$ cat src/gswa_ram.sv
// ----------------------------------------------------------------------------
// gswa_ram
// Generic single-port-write, single-port-read RAM with registered read data.
// ----------------------------------------------------------------------------
module gswa_ram #(
  parameter int WIDTH = 8,
  parameter int DEPTH = 16
) (
  input  logic                     clk,
  input  logic                     we,
  input  logic [$clog2(DEPTH)-1:0] waddr,
  input  logic [WIDTH-1:0]         wdata,
  input  logic [$clog2(DEPTH)-1:0] raddr,
  output logic [WIDTH-1:0]         rdata
);

  logic [WIDTH-1:0] mem [DEPTH];

  // Write port and registered read port.
  always_ff @(posedge clk) begin
    if (we) begin
      mem[waddr] <= wdata;
    end
    rdata <= mem[raddr];
  end

endmodule

$ cat config.mk
export PLATFORM = sky130hd
export DESIGN_NAME = gswa_ram
export DESIGN_NICKNAME = d
export VERILOG_FILES = /design/src/gswa_ram.sv
export SDC_FILE = /design/constraint.sdc
export NUM_CORES = 1
export LEC_CHECK = 0
export BUFFER_PORTS_ARGS = -buffer_cell sky130_fd_sc_hd__buf_2
export CORE_MARGIN = 3
export CORE_UTILIZATION = 50
export DETAILED_ROUTE_END_ITERATION = 10
export GPL_TIMING_DRIVEN = 0
export PLACE_DENSITY = 0.78
export SKIP_LAST_GASP = 1
export SYNTH_ARGS = -nofsm -noshare
export SYNTH_HDL_FRONTEND = slang
export SYNTH_SLANG_ARGS = --single-unit
$ cat constraint.sdc
create_clock -name clk -period 2.05 [get_ports clk]
set_input_delay 0.3075 -clock clk [delete_from_list [all_inputs] [get_ports clk]]
set_output_delay 0.3075 -clock clk [all_outputs]
set_load 0.005 [all_outputs]
==> flow_summary.yaml <==
sta:
  period_share_pct: 76.71
  timing.hold.ws_ns: 0.1816
  period_minus_slack_ns: 1.573
  max_freq_mhz: 635.9
  hold_violations: 0
  slew_headroom_pct: 34.37
  skew_ns: 0.01089
  tightestPinTransition_ns: 0.9808
  setup-violations-final: 0
  setup_ws_ns: 0.4775
  maxSlewViolCount: 0
  rsz0062_at_grt: "false"
logic_synthesis:
  yosys_register_bits: 136
  synth-main-ff-cell: "edfxtp_1"
  yosysWarnings: 0
  synth.area.top_cells: "edfxtp_1 (75%), mux4_2 (7.9%), mux4_1 (7.1%)"
  netlist.area_leader.share_pct: 74.67
  synth_enable_flop_cells: 128
  synthCells: 229
  async_flop_share_pct: 0
  synthesis.nets: 247
  yosysTopAreaCell: "edfxtp_1"
  ys_types: 19
  syn-cell-area_mm2: 0.005147
  syn_area_per_cell_um2: 22.48
  yosysSeqAreaShare_pct: 77.78
drt:
  drt_iter0_markers: 190
  drtPass1Iterations: 4
  vias_per_cell: 5.833
  drtAntennaViolNets: 0
  top_layer_used: "met4"
  post-route-drc-count: 0
  vias: 2444
  wl_met3_um: 769
  drt-total-wl_um: 10030
  wl_per_cell_um: 23.95
  dr_wl_met2_um: 5000
  wl_met1_um: 4201
worst_setup_path:
  worst-path-max-fanout: 8
  critPathMaxStageDelay_ns: 0.76
  cp_cell_sequence: "buf_2 > or3b_2 > nor2_1"
  cp.required_ns: 2.18
  crit_path_start_kind: "input pin"
  crit_slowest_cell: "nor2_1"
  crit_path_end_kind: "flop"
  setup.worst_path.class: "input pin to flop"
  arrival_ns: 1.70
clock_tree:
  clock_latency_ns: 0.51
  clockBufferDepth: 2
  cts_buffers: 17
  cts_setup_buffers: 0
  cts_resized: 0
  cts_tree: "built"
  hold_buffers: 0
  h-tree-depth: 4
  root_buffer: "clkbuf_8"
  clkTransAtPathRegs_ns: 0.06
  cts_num_sinks: 136
placed_design:
  portBuffers: 24
  place_area_mm2: 0.005439
  gp_congestion: 0.7075
  hpwl_um: 6227
  dpl_worst_slack_ns: -0.07996
power_and_ir_drop:
  swShare_pct: 19.92
  p_leak_uw: 0.002046
  cellPowerDensity_mw_per_mm2: 1051
  power.switching_uw: 1266
  pwr-share-clk_pct: 46.3
  power.total_uw: 6356
  comb_power_share_pct: 4.6
  p_int_uw: 5090
  power_frac_seq_pct: 49.2
  vdd_drop_max_uv: 558.4
status:
  outcome: "completed"
final_layout:
  nNetsFinal: 291
  final_cell_area_mm2: 0.006046
  layout-drive-gt1-share_pct: 30.42
  fin_util_pct: 61.01
  area_growth_pct: 17.45
  final_common_cell: "edfxtp_1"
  insertedDiodeCount: 0
  final_cell_mix: "edfxtp_1 (128), buf_2 (28), clkbuf_16 (19)"
floorplan:
  start_util_pct: 51.94
  die_w_um: 107.5
  die_y_um: 107.5
  rows: 36
  core_area_mm2: 0.009910
  die_area_mm2: 0.01155
  pin_count: 26
hold_path:
  hold_class: "input pin to flop"
global_route:
  overflow: 0
  grt_pass1_vias: 2591
  antenna_found_initial: 0
  grt_max_degree: 17
  track_usage_pct: 19.38
  grt_pass1_wl_um: 15700
job:
  cap_violations: 0
## path summary, 6_finish.rpt
kind / cells past startpoint / startpoint / slack [ns] / endpoint
hold reg to reg: 3 / mem[12][2]$_DFFE_PP_ / 0.69 / rdata[2]$_DFF_P_
setup reg to reg: 3 / mem[0][0]$_DFFE_PP_ / 0.62 / rdata[0]$_DFF_P_
setup / recovery: 3 / waddr[2] / 0.48 / mem[3][5]$_DFFE_PP_
hold / removal: 1 / wdata[5] / 0.18 / mem[7][5]$_DFFE_PP_
## power by group through the flow
| stage | combinational, µW | sequential, µW | clock (µW) |
|---|---|---|---|
| floorplan | 158 | 3180 | 0 |
| global placement | 282 | 3180 | 0 |
| detailed placement | 292 | 3180 | 0 |
| CTS | 296 | 3130 | 2980 |
| global route | 318 | 3130 | 3110 |
| finish | 291 | 3120 | 2940 |
## per-stage QoR
step	setup TNS, ns	cells
after detailed placement	-2.437	386
after CTS	0	418
after floorplan	0	229
after global routing	0	419
final	0	419
after global placement	-5.264	386
## cells by family (layout without fill, tap and decap cells)
family	count (synthesis)	in the layout	synth area share, %
compound gates	16	16	2.334
buf+inv	10	67	1.677
flops	136	136	77.78
mux	32	32	15.02
simple gates	35	35	3.184
## cell type report
type / count / area [µm²]
Buffer: 10 / 86.33
Multi-Input combinational cell: 83 / 1072
Sequential cell: 136 / 4004
Fill cell: 697 / 3864
Timing Repair Buffer: 25 / 125.1
Tap cell: 133 / 166.4
Clock buffer: 23 / 510.5
Clock inverter: 9 / 81.33
## registers in the layout, indices dropped and copies added, names as in the netlist
register,count
rdata,8
mem,128
## metal layers
layer,GRT usage (%),vias to the layer above
met1,28.02,1275
li1,-,1065
met4,5.140,0
met2,29.36,96
met3,5.699,8
met5,0,-
## synth_stat cells, drive strengths merged (2+ instances only)
| library cell | n |
|---|---|
| nor3 | 4 |
| nand2 | 9 |
| buf | 7 |
| clkdlybuf4s25 | 3 |
| edfxtp | 128 |
| dfxtp | 8 |
| a22oi | 16 |
| nor2 | 13 |
| nand3b | 2 |
| nand2b | 2 |
| mux4 | 32 |
## worst max-delay path, delay by kind of cell
kind | cells | cell delay, ns
and+or+nand+nor | 2 | 1.27
buffers and inverters | 1 | 0.11
Note: power is estimated with default switching activity, not from simulation.
